$ cat src/fis_pkg.sv
// ----------------------------------------------------------------------------
// fis_pkg: shared types and constants of the frame index search block
// Field widths, table geometry, opcodes, status codes and the command and
// status bundles between the controller and the datapath.
// ----------------------------------------------------------------------------
package fis_pkg;

	// Table geometry.
	localparam int DEPTH = 4096;
	localparam int AW    = $clog2(DEPTH);
	localparam int CW    = AW + 1;
	localparam int SW    = AW + 2;

	// Stream widths.
	localparam int IN_TDATA_W  = 184;
	localparam int OUT_TDATA_W = 232;

	// Operations carried on the input tuser.
	localparam logic [1:0] OP_APPEND = 2'd0;
	localparam logic [1:0] OP_SEARCH = 2'd1;
	localparam logic [1:0] OP_CLEAR  = 2'd2;
	localparam logic [1:0] OP_UNUSED = 2'd3;

	// Search modes.
	localparam logic [1:0] MODE_TC  = 2'd0;
	localparam logic [1:0] MODE_PTS = 2'd1;
	localparam logic [1:0] MODE_DTS = 2'd2;
	localparam logic [1:0] MODE_BAD = 2'd3;

	// Result status codes.
	localparam logic [2:0] ST_DONE    = 3'd0;
	localparam logic [2:0] ST_FOUND   = 3'd1;
	localparam logic [2:0] ST_MISS    = 3'd2;
	localparam logic [2:0] ST_INVALID = 3'd3;
	localparam logic [2:0] ST_FULL    = 3'd4;

	// Picture kinds.
	localparam logic [7:0] KIND_I = 8'd1;
	localparam logic [7:0] KIND_B = 8'd3;

	// Timecode packing weights.
	localparam logic [32:0] TC_H_MUL = 33'd1000000;
	localparam logic [32:0] TC_M_MUL = 33'd10000;
	localparam logic [32:0] TC_S_MUL = 33'd100;

	// Datapath commands.
	localparam int CMD_W = 5;
	localparam logic [CMD_W-1:0] CMD_NONE    = 5'd0;
	localparam logic [CMD_W-1:0] CMD_LOAD    = 5'd1;
	localparam logic [CMD_W-1:0] CMD_BRD     = 5'd2;
	localparam logic [CMD_W-1:0] CMD_BCMP    = 5'd3;
	localparam logic [CMD_W-1:0] CMD_BHIT    = 5'd4;
	localparam logic [CMD_W-1:0] CMD_DMID    = 5'd5;
	localparam logic [CMD_W-1:0] CMD_WRD     = 5'd6;
	localparam logic [CMD_W-1:0] CMD_WSTEP   = 5'd7;
	localparam logic [CMD_W-1:0] CMD_DSET    = 5'd8;
	localparam logic [CMD_W-1:0] CMD_RRD     = 5'd9;
	localparam logic [CMD_W-1:0] CMD_RNEXT   = 5'd10;
	localparam logic [CMD_W-1:0] CMD_RNARROW = 5'd11;
	localparam logic [CMD_W-1:0] CMD_REND    = 5'd12;
	localparam logic [CMD_W-1:0] CMD_RHIT    = 5'd13;
	localparam logic [CMD_W-1:0] CMD_FRD     = 5'd14;
	localparam logic [CMD_W-1:0] CMD_FLATCH  = 5'd15;
	localparam logic [CMD_W-1:0] CMD_K1RD    = 5'd16;
	localparam logic [CMD_W-1:0] CMD_K1NEXT  = 5'd17;
	localparam logic [CMD_W-1:0] CMD_K2INIT  = 5'd18;
	localparam logic [CMD_W-1:0] CMD_K2RD    = 5'd19;
	localparam logic [CMD_W-1:0] CMD_K2DEC   = 5'd20;
	localparam logic [CMD_W-1:0] CMD_KLATCH  = 5'd21;
	localparam logic [CMD_W-1:0] CMD_PUBLISH = 5'd22;

	// One table entry as stored in the memory.
	typedef struct packed {
		logic [4:0]  tc_h;
		logic [5:0]  tc_m;
		logic [5:0]  tc_s;
		logic [5:0]  tc_f;
		logic [7:0]  kind;
		logic [47:0] offset;
		logic [32:0] dts;
		logic [32:0] pts;
	} entry_t;

	localparam int ENTRY_W = $bits(entry_t);

	typedef struct packed {
		logic [CMD_W-1:0] code;
	} cmd_t;

	typedef struct packed {
		logic [1:0] op;
		logic [1:0] mode;
		logic       count_zero;
		logic       lo_gt_hi;
		logic       iter_gt_n;
		logic       kf_pos;
		logic       kf_eq_prev;
		logic       j_lt_n;
		logic       i_lt_n;
		logic       i_zero;
		logic       b_eq;
		logic       d_eq;
		logic       kind_b;
		logic       kind_i;
		logic       dts_lt;
	} sts_t;

endpackage

$ cat src/fis_ctrl.sv
// ----------------------------------------------------------------------------
// fis_ctrl: controller of the frame index search
// Sequences append, clear, binary, dts and key frame searches, and hands the
// finished result to the output register.
// ----------------------------------------------------------------------------
module fis_ctrl (
	input  logic          clk,
	input  logic          arst_n,
	input  logic          s_tvalid,
	output logic          s_tready,
	output logic          m_tvalid,
	input  logic          m_tready,
	input  fis_pkg::sts_t sts,
	output fis_pkg::cmd_t cmd
);
	import fis_pkg::*;

	localparam logic [4:0] S_IDLE   = 5'd0;
	localparam logic [4:0] S_DISP   = 5'd1;
	localparam logic [4:0] S_BPROBE = 5'd2;
	localparam logic [4:0] S_BCMP   = 5'd3;
	localparam logic [4:0] S_DPROBE = 5'd4;
	localparam logic [4:0] S_WALK   = 5'd5;
	localparam logic [4:0] S_WCHK   = 5'd6;
	localparam logic [4:0] S_DSET   = 5'd7;
	localparam logic [4:0] S_RUN    = 5'd8;
	localparam logic [4:0] S_RCHK   = 5'd9;
	localparam logic [4:0] S_FRD    = 5'd10;
	localparam logic [4:0] S_FCHK   = 5'd11;
	localparam logic [4:0] S_K1     = 5'd12;
	localparam logic [4:0] S_K1C    = 5'd13;
	localparam logic [4:0] S_K2     = 5'd14;
	localparam logic [4:0] S_K2C    = 5'd15;
	localparam logic [4:0] S_FINISH = 5'd16;

	logic [4:0] state_q, state_d;
	logic       out_valid_q;
	logic       publish_c;

	assign s_tready  = (state_q == S_IDLE);
	assign m_tvalid  = out_valid_q;
	assign publish_c = (cmd.code == CMD_PUBLISH);

	// Next state and command.
	always_comb begin
		state_d  = state_q;
		cmd.code = CMD_NONE;
		case (state_q)
			S_IDLE: begin
				if (s_tvalid) begin
					cmd.code = CMD_LOAD;
					state_d  = S_DISP;
				end
			end
			S_DISP: begin
				if (sts.op == OP_SEARCH && sts.mode != MODE_BAD && !sts.count_zero) begin
					state_d = (sts.mode == MODE_DTS) ? S_DPROBE : S_BPROBE;
				end else begin
					state_d = S_FINISH;
				end
			end
			S_BPROBE: begin
				if (sts.lo_gt_hi) begin
					state_d = S_FINISH;
				end else begin
					cmd.code = CMD_BRD;
					state_d  = S_BCMP;
				end
			end
			S_BCMP: begin
				cmd.code = sts.b_eq ? CMD_BHIT : CMD_BCMP;
				state_d  = sts.b_eq ? S_FRD : S_BPROBE;
			end
			S_DPROBE: begin
				if (sts.iter_gt_n) begin
					state_d = S_FINISH;
				end else begin
					cmd.code = CMD_DMID;
					state_d  = S_WALK;
				end
			end
			S_WALK: begin
				if (sts.kf_pos) begin
					cmd.code = CMD_WRD;
					state_d  = S_WCHK;
				end else begin
					state_d = S_DSET;
				end
			end
			S_WCHK: begin
				if (sts.kind_b) begin
					cmd.code = CMD_WSTEP;
					state_d  = S_WALK;
				end else begin
					state_d = S_DSET;
				end
			end
			S_DSET: begin
				if (sts.kf_eq_prev) begin
					state_d = S_FINISH;
				end else begin
					cmd.code = CMD_DSET;
					state_d  = S_RUN;
				end
			end
			S_RUN: begin
				if (sts.j_lt_n) begin
					cmd.code = CMD_RRD;
					state_d  = S_RCHK;
				end else begin
					cmd.code = CMD_REND;
					state_d  = S_DPROBE;
				end
			end
			S_RCHK: begin
				if (sts.d_eq) begin
					cmd.code = CMD_RHIT;
					state_d  = S_FRD;
				end else if (sts.kind_b) begin
					cmd.code = CMD_RNEXT;
					state_d  = S_RUN;
				end else begin
					cmd.code = CMD_RNARROW;
					state_d  = S_DPROBE;
				end
			end
			S_FRD: begin
				cmd.code = CMD_FRD;
				state_d  = S_FCHK;
			end
			S_FCHK: begin
				cmd.code = CMD_FLATCH;
				state_d  = sts.kind_i ? S_FINISH : S_K1;
			end
			S_K1: begin
				if (sts.i_lt_n) begin
					cmd.code = CMD_K1RD;
					state_d  = S_K1C;
				end else begin
					cmd.code = CMD_K2INIT;
					state_d  = S_K2;
				end
			end
			S_K1C: begin
				if (sts.kind_i && sts.dts_lt) begin
					cmd.code = CMD_KLATCH;
					state_d  = S_FINISH;
				end else begin
					cmd.code = CMD_K1NEXT;
					state_d  = S_K1;
				end
			end
			S_K2: begin
				cmd.code = CMD_K2RD;
				state_d  = S_K2C;
			end
			S_K2C: begin
				if (sts.kind_i) begin
					cmd.code = CMD_KLATCH;
					state_d  = S_FINISH;
				end else if (sts.i_zero) begin
					state_d = S_FINISH;
				end else begin
					cmd.code = CMD_K2DEC;
					state_d  = S_K2;
				end
			end
			S_FINISH: begin
				if (!out_valid_q || m_tready) begin
					cmd.code = CMD_PUBLISH;
					state_d  = S_IDLE;
				end
			end
			default: state_d = S_IDLE;
		endcase
	end

	// State and output valid registers.
	always_ff @(posedge clk or negedge arst_n) begin
		if (!arst_n) begin
			state_q     <= S_IDLE;
			out_valid_q <= 1'b0;
		end else begin
			state_q <= state_d;
			if (publish_c) begin
				out_valid_q <= 1'b1;
			end else if (m_tready) begin
				out_valid_q <= 1'b0;
			end
		end
	end

	// An accepted item keeps the input closed until its result is handed over.
	a_busy_after_accept: assert property (@(posedge clk) disable iff (!arst_n)
		s_tvalid && s_tready |=> !s_tready)
		else $error("input accepted twice in a row");

	// A result never overwrites one that is still waiting.
	a_no_overwrite: assert property (@(posedge clk) disable iff (!arst_n)
		publish_c |-> (!out_valid_q || m_tready))
		else $error("result overwrites a pending one");

	// Publishing always presents a result in the next cycle.
	a_publish_valid: assert property (@(posedge clk) disable iff (!arst_n)
		publish_c |=> m_tvalid)
		else $error("published result not shown");

	// The input opens only after a result has been handed over.
	a_ready_after_publish: assert property (@(posedge clk) disable iff (!arst_n)
		$rose(s_tready) |-> $past(publish_c))
		else $error("input reopened without a result");

endmodule
$ cat config.mk
export PLATFORM = sky130hd
export DESIGN_NAME = fis_ctrl
export DESIGN_NICKNAME = d
export VERILOG_FILES = /design/src/fis_pkg.sv /design/src/fis_ctrl.sv
export SDC_FILE = /design/constraint.sdc
export NUM_CORES = 1
export LEC_CHECK = 0
export CORE_UTILIZATION = 56
export DETAILED_ROUTE_END_ITERATION = 12
export DONT_BUFFER_PORTS = 1
export HOLD_SLACK_MARGIN = 0.12
export PLACE_DENSITY = 0.84
export SYNTH_ARGS = -nofsm -noshare
export SYNTH_HDL_FRONTEND = slang
export SYNTH_SLANG_ARGS = --single-unit
$ cat constraint.sdc
create_clock -name clk -period 1.63 [get_ports clk]
set_clock_uncertainty 0.1 [all_clocks]
set_input_delay 0.2445 -clock clk [delete_from_list [all_inputs] [get_ports clk]]
set_output_delay 0.2445 -clock clk [all_outputs]
set_load 0.01 [all_outputs]
==> results of run 1 <==
## cells by family after synthesis
kind of cell	count (synthesis)	share of synthesized area, %
AOI/OAI and AO/OA	49	36.2
and+or+nand+nor	59	36.2
DFF	6	16.2
muxes	1	1.08
buffers and inverters	17	10.4
## synthesized netlist by cell type (2+ instances only)
cell type	number	area, um^2
a211oi_1	2	15.0
a21oi_1	10	50.1
a31oi_1	6	37.5
buf_2	7	35.0
buf_4	2	15.0
buf_6	2	22.5
dfrtp_1	6	150
inv_1	3	11.3
nand2_1	10	37.5
nand2b_1	7	43.8
nand3_1	6	30.0
nor2_1	11	41.3
nor2b_1	2	12.5
nor3_1	5	25.0
nor3_2	2	20.0
nor3b_1	3	22.5
o211ai_1	5	37.5
o21ai_0	4	20.0
o21ai_1	3	15.0
o22ai_1	2	12.5
or4_1	2	15.0
## timing repair
action / in CTS
setup endpoints to repair: 10
buffers inserted: 11
gates resized for setup: 28
hold buffers: 2
pin swaps: 10
hold endpoints to repair: 7
gates cloned: 0
## through the flow
stage / utilization, % / hold slack [ns]
after floorplan: - / -0.151
after global placement: 72.3 / -0.151
after detailed placement: 72.3 / -0.151
after CTS: 87.9 / 0.123
## metal layers
layer / global-route usage (%) / GRT overflow
met1: 74.1 / 0
met2: 93.9 / 16
met4: 81.3 / 7
met5: 0 / 0
met3: 43.0 / 1
==> impl_results.html, run 1 <==
<table>
<tr><th>Metric</th><th>Value</th></tr>
<tr><th colspan="2">Floorplan</th></tr>
<tr><td># IOs</td><td>28</td></tr>
<tr><td>Die Width</td><td>42.7 um</td></tr>
<tr><td>Row count</td><td>14</td></tr>
<tr><td>Effective utilization at floorplan</td><td>61.0%</td></tr>
<tr><td>Die extent in y</td><td>42.7 um</td></tr>
<tr><th colspan="2">Placement</th></tr>
<tr><td>Count of port buffers added during placement</td><td>0</td></tr>
<tr><td>Pre-CTS setup slack</td><td>-0.276 ns</td></tr>
<tr><td>Count of placed standard cells including taps</td><td>165</td></tr>
<tr><td>GP Congestion</td><td>1.00</td></tr>
<tr><td>Placement Cell Area</td><td>0.00110 mm^2</td></tr>
<tr><td>DP HPWL</td><td>2.52 mm</td></tr>
<tr><th colspan="2">GRT</th></tr>
<tr><td>Overflow after GRT</td><td>24</td></tr>
<tr><td>Pin count of the biggest net entering global routing</td><td>11</td></tr>
<tr><td>Total routing resource utilization after global routing</td><td>72.5%</td></tr>
<tr><th colspan="2">Yosys</th></tr>
<tr><td>Sequential fraction of the synthesis area</td><td>16.2%</td></tr>
<tr><td>Count of flip-flops with a built-in enable after synthesis</td><td>0</td></tr>
<tr><td>Async S/R FF share, synth</td><td>100%</td></tr>
<tr><td>Commonest register cell after synthesis</td><td>dfrtp_1</td></tr>
<tr><td>Synthesized netlist cell count</td><td>132</td></tr>
<tr><td>Synthesized area</td><td>930 um^2</td></tr>
<tr><td>Number of storage elements in the synthesis netlist</td><td>6</td></tr>
<tr><td>Synthesis warning total</td><td>0</td></tr>
<tr><td>Netlist cell types</td><td>53</td></tr>
<tr><td>Mean Syn Cell Area</td><td>7.04 um^2</td></tr>
<tr><td>Syn Nets</td><td>153</td></tr>
<tr><th colspan="2">Run status</th></tr>
<tr><td>Exit stage</td><td>global routing</td></tr>
<tr><td>Tool error</td><td>[ERROR GRT-0232] Routing congestion too high. Check the congestion heatmap in the GUI.</td></tr>
<tr><td>Status</td><td>did not finish</td></tr>
<tr><th colspan="2">Clock tree</th></tr>
<tr><td>Worst-case clock buffer depth</td><td>2</td></tr>
<tr><td>Clock root buffer master</td><td>clkbuf_4</td></tr>
<tr><td>Number of buffers added by the clock tree synthesis step</td><td>3</td></tr>
<tr><td>Deepest level of the CTS H-tree</td><td>1</td></tr>
<tr><td>Number of sinks handled by clock tree synthesis</td><td>6</td></tr>
<tr><th colspan="2">STA</th></tr>
<tr><td>Last worst endpoint in the global-route repair_timing</td><td>cmd[0]</td></tr>
<tr><td>Worst endpoint pin kind</td><td>top-level output</td></tr>
</table>
==> inputs of run 2 (changes only) <==
- CORE_AREA: not set -> 2 2 63 65
- CORE_UTILIZATION: 56 -> not set
- DIE_AREA: not set -> 0 0 65 67
- HOLD_SLACK_MARGIN: 0.12 -> not set
- PLACE_DENSITY: 0.84 -> not set
- PLACE_DENSITY_LB_ADDON: not set -> 0.15
- clock period: 1.63 -> 2.1 ns (I/O delays scaled with it)
==> run 2 against run 1 <==
The run now ends clean. Area after synthesis is the same. Synthesized cell count did not move.
==> impl_results.html, run 2 <==
<table>
<tr><th>Metric</th><th>Value</th></tr>
<tr><th colspan="2">Yosys</th></tr>
<tr><td>Sequential fraction of the synthesis area</td><td>16.2% (unchanged)</td></tr>
<tr><td>Largest family of logic cells by synthesized area</td><td>compound AO/OA/AOI/OAI gates (unchanged)</td></tr>
<tr><td>Commonest register cell after synthesis</td><td>dfrtp_1 (unchanged)</td></tr>
<tr><td>Count of flip-flops with a built-in enable after synthesis</td><td>0 (unchanged)</td></tr>
<tr><td>Synthesis warning total</td><td>0 (unchanged)</td></tr>
<tr><td>Post-synth top area cell</td><td>dfrtp_1 (unchanged)</td></tr>
<tr><td>Mean Syn Cell Area</td><td>7.04 um^2 (unchanged)</td></tr>
<tr><td>Adder-Cell Fraction of Synth Area</td><td>0% (unchanged)</td></tr>
<tr><td>Fraction of the mapped netlist area in simple logic gates</td><td>36.2% (unchanged)</td></tr>
<tr><td>Most common cell in the netlist</td><td>nor2_1 (unchanged)</td></tr>
<tr><td>Synthesized netlist cell count</td><td>132 (unchanged)</td></tr>
<tr><td>Fraction of synthesized cell area in xor and xnor cells</td><td>0% (unchanged)</td></tr>
<tr><td>Netlist cell types</td><td>53 (unchanged)</td></tr>
<tr><td>Async S/R FF share, synth</td><td>100% (unchanged)</td></tr>
<tr><td>Ranking of synthesized cells by instance count</td><td>nor2_1 (11), a21oi_1 (10), nand2_1 (10) (unchanged)</td></tr>
<tr><td>Fraction of post-synthesis cell area in the top cell type by area</td><td>16.2% (unchanged)</td></tr>
<tr><td>Biggest area contributors in the synthesized netlist</td><td>dfrtp_1 (16%), a21oi_1 (5.4%), nand2b_1 (4.7%) (unchanged)</td></tr>
<tr><td>Fraction of synthesized area in multiplexers</td><td>1.08% (unchanged)</td></tr>
<tr><td>Synthesized area</td><td>930 um^2 (unchanged)</td></tr>
<tr><td>Number of storage elements in the synthesis netlist</td><td>6 (unchanged)</td></tr>
<tr><td>Syn Nets</td><td>153 (unchanged)</td></tr>
<tr><td>Compound-Gate Fraction of Synth Area</td><td>36.2% (unchanged)</td></tr>
<tr><th colspan="2">Clock tree</th></tr>
<tr><td>Number of buffers added by the clock tree synthesis step</td><td>3 (unchanged)</td></tr>
<tr><td>Number of sinks handled by clock tree synthesis</td><td>6 (unchanged)</td></tr>
<tr><td>TritonCTS clock tree</td><td>yes</td></tr>
<tr><td>Clock insertion delay at the later pin of the skew report</td><td>0.22 ns</td></tr>
<tr><td>Clock root buffer master</td><td>clkbuf_8 (was clkbuf_4)</td></tr>
<tr><td>Clock-pin slew of the registers on the worst-case setup and hold paths</td><td>0.04 ns</td></tr>
<tr><td>Deepest level of the CTS H-tree</td><td>1 (unchanged)</td></tr>
<tr><td>Worst-case clock buffer depth</td><td>2 (unchanged)</td></tr>
<tr><th colspan="2">GRT</th></tr>
<tr><td>Overflow after GRT</td><td>0</td></tr>
<tr><td>Vias in the first global route</td><td>1094</td></tr>
<tr><td>Pin count of the biggest net entering global routing</td><td>13</td></tr>
<tr><td>Number of antenna violations at the first check in global routing</td><td>0</td></tr>
<tr><td>Total routing resource utilization after global routing</td><td>16.6%</td></tr>
<tr><td>Wire length of the first global-routing pass</td><td>5.54 mm</td></tr>
<tr><th colspan="2">Floorplan</th></tr>
<tr><td>Row count</td><td>22 (was 14)</td></tr>
<tr><td># IOs</td><td>28 (unchanged)</td></tr>
<tr><td>Die extent in y</td><td>67 um (was 42.7 um)</td></tr>
<tr><td>Die Width</td><td>65 um (was 42.7 um)</td></tr>
<tr><td>DIE AREA</td><td>0.00436 mm^2</td></tr>
<tr><td>Total core area</td><td>0.00361 mm^2</td></tr>
<tr><td>Effective utilization at floorplan</td><td>25.8% (was 61.0%)</td></tr>
<tr><th colspan="2">Critical path</th></tr>
<tr><td>Crit Path Class</td><td>flop to primary output</td></tr>
<tr><td>CP max FO</td><td>4</td></tr>
<tr><td>Critical Path End Type</td><td>primary output</td></tr>
<tr><td>Worst endpoint data arrival time</td><td>1.67 ns</td></tr>
<tr><td>Category of the worst setup path launch point</td><td>flop</td></tr>
<tr><td>Critical Path RT</td><td>1.68 ns</td></tr>
<tr><th colspan="2">STA</th></tr>
<tr><td>Number of pins exceeding their max-slew limit in the final report</td><td>0</td></tr>
<tr><td>Final-layout worst hold slack</td><td>0.239 ns</td></tr>
<tr><td>Final clock period utilization by the worst path</td><td>99.4%</td></tr>
<tr><td>Setup repair after global routing missed its margin</td><td>yes</td></tr>
<tr><td>Hold Fails Final Rpt</td><td>0</td></tr>
<tr><td>Maximum frequency from static timing analysis</td><td>479 MHz</td></tr>
<tr><td>Max transition margin</td><td>79.1%</td></tr>
<tr><td>Setup violations, final</td><td>0</td></tr>
<tr><td>Crit path time final</td><td>2.09 ns</td></tr>
<tr><td>Worst slew pin tran</td><td>0.306 ns</td></tr>
<tr><th colspan="2">Layout</th></tr>
<tr><td>Fraction of layout instances using a drive strength above 1</td><td>36.5%</td></tr>
<tr><td>Net total in the final layout</td><td>182</td></tr>
<tr><td>Commonest cells after routing, fill and taps aside</td><td>buf_4 (34), nor2_1 (11), nand2_1 (10)</td></tr>
<tr><td>Area Overhead vs Synth</td><td>37.8%</td></tr>
<tr><td>Largest register FFs</td><td>5</td></tr>
<tr><td>Post-Route Utilization</td><td>35.5%</td></tr>
<tr><td>Number of fillers in the final layout</td><td>396</td></tr>
<tr><td>Most frequent standard cell in the layout excluding fill and tap cells</td><td>buf_4</td></tr>
<tr><td>Most flops, register</td><td>state_q</td></tr>
<tr><td>Inserted Diodes</td><td>0</td></tr>
<tr><th colspan="2">Placement</th></tr>
<tr><td>Count of port buffers added during placement</td><td>0 (unchanged)</td></tr>
<tr><td>GP Congestion</td><td>0.845 (was 1.00)</td></tr>
<tr><td>DP HPWL</td><td>2.64 mm (was 2.52 mm)</td></tr>
<tr><th colspan="2">Detailed routing</th></tr>
<tr><td>Remaining antenna violation count</td><td>0</td></tr>
<tr><td>Via count</td><td>1187</td></tr>
<tr><td>Routed length per placed instance</td><td>17.7 um</td></tr>
<tr><td>DRC errors left</td><td>0</td></tr>
<tr><td>Via/cell ratio</td><td>5.73</td></tr>
<tr><td>DRT iter0 DRCs</td><td>98</td></tr>
<tr><td>DRT Wirelength</td><td>3.66 mm</td></tr>
<tr><td>Detailed-router iteration count before antenna repair</td><td>4</td></tr>
<tr><th colspan="2">Power and ir drop</th></tr>
<tr><td>Largest voltage drop on the vdd net</td><td>301 uV</td></tr>
<tr><td>Power per Cell Area</td><td>1390 mW/mm^2</td></tr>
<tr><td>Leakage power summed over all cells</td><td>0.511 nW</td></tr>
<tr><th colspan="2">Job</th></tr>
<tr><td>Max-capacitance violation count</td><td>0</td></tr>
<tr><th colspan="2">Run status</th></tr>
<tr><td>Status</td><td>finished, final reports clean (was did not finish)</td></tr>
<tr><th colspan="2">Worst hold path</th></tr>
<tr><td>Hold/Removal Path Class</td><td>primary input to flop</td></tr>
</table>
run 2: worst paths after layout:
path                                   end  cells past startpoint  slack (ns)        from
worst max-delay path                cmd[1]                      6        0.01  state_q[2]
worst min-delay path            state_q[0]                      3        0.24    s_tvalid
worst max register to register  state_q[4]                      6        0.30  state_q[2]
worst min register to register  state_q[0]                      2        0.50  state_q[4]
max in group asynchronous       state_q[3]                      1        1.34      arst_n
min in group asynchronous       state_q[4]                      1        0.31      arst_n
run 2: power breakdown:
group / internal [mW] / total (mW) / switching, mW / leakage [nW]
logic: 0.667 / 1.36 / 0.692 / 0.415
registers: 0.169 / 0.249 / 0.0798 / 0.0745
clock network: 0.123 / 0.171 / 0.0484 / 0.0216
run 2: critical path, cell delays in order (launching register included):
cell and delay (ns):
dfrtp_2 0.40, buf_4 0.16, or3_4 0.39, nor3_4 0.22, a311oi_2 0.06, o21ai_1 0.10
buf_4 0.13
run 2: final cells by class:
type | instances | area, um^2 | share of cell area (%)
Multi-Input combinational cell | 109 | 729 | 56.9
Timing Repair Buffer | 36 | 277 | 21.6
Sequential cell | 6 | 154 | 12.0
Tap cell | 48 | 60.1 | 4.69
Clock buffer | 3 | 41.3 | 3.22
Inverter | 5 | 20.0 | 1.56
run 2: repair_timing:
item | in CTS | in global routing
hold buffers | 1 | 0
endpoints found under the setup margin | 4 | 4
pin swaps | 0 | 9
buffers inserted | 4 | 10
gates cloned | 0 | 0
gates resized for setup | 4 | 14
hold endpoints to repair | 6 | 0
run 2: logic make-up (layout without fill, tap and decap cells):
family | count (synthesis) | count (layout)
DFF | 6 | 6
AOI/OAI and AO/OA | 49 | 49
muxes | 1 | 1
buffers and inverters | 17 | 44
and+or+nand+nor | 59 | 59
run 2: through the flow:
step | area (um^2) | std cells | setup TNS, ns | setup slack [ns] | power (mW)
5_1_grt | 1280 | 207 | -0.197 | -0.0921 | 1.92
3_3_place_gp | 1070 | 189 | 0 | 0.0501 | 1.35
6_report | 1280 | 207 | 0 | 0.0126 | 1.78
4_1_cts | 1160 | 197 | 0 | 0.0200 | 1.57
2_1_floorplan | 930 | 132 | 0 | 0.346 | 0.990
3_5_place_dp | 1070 | 189 | 0 | 0.0698 | 1.34
run 2: routing by layer:
layer / up-vias / global-route usage (%) / wire, um
li1: 555 / - / -
met1: 580 / 22.1 / 1580
met2: 50 / 26.5 / 1730
met3: 2 / 5.07 / 336
met4: 0 / 2.66 / 12
met5: - / 0 / 0
Note: power is estimated with default switching activity, not from simulation.
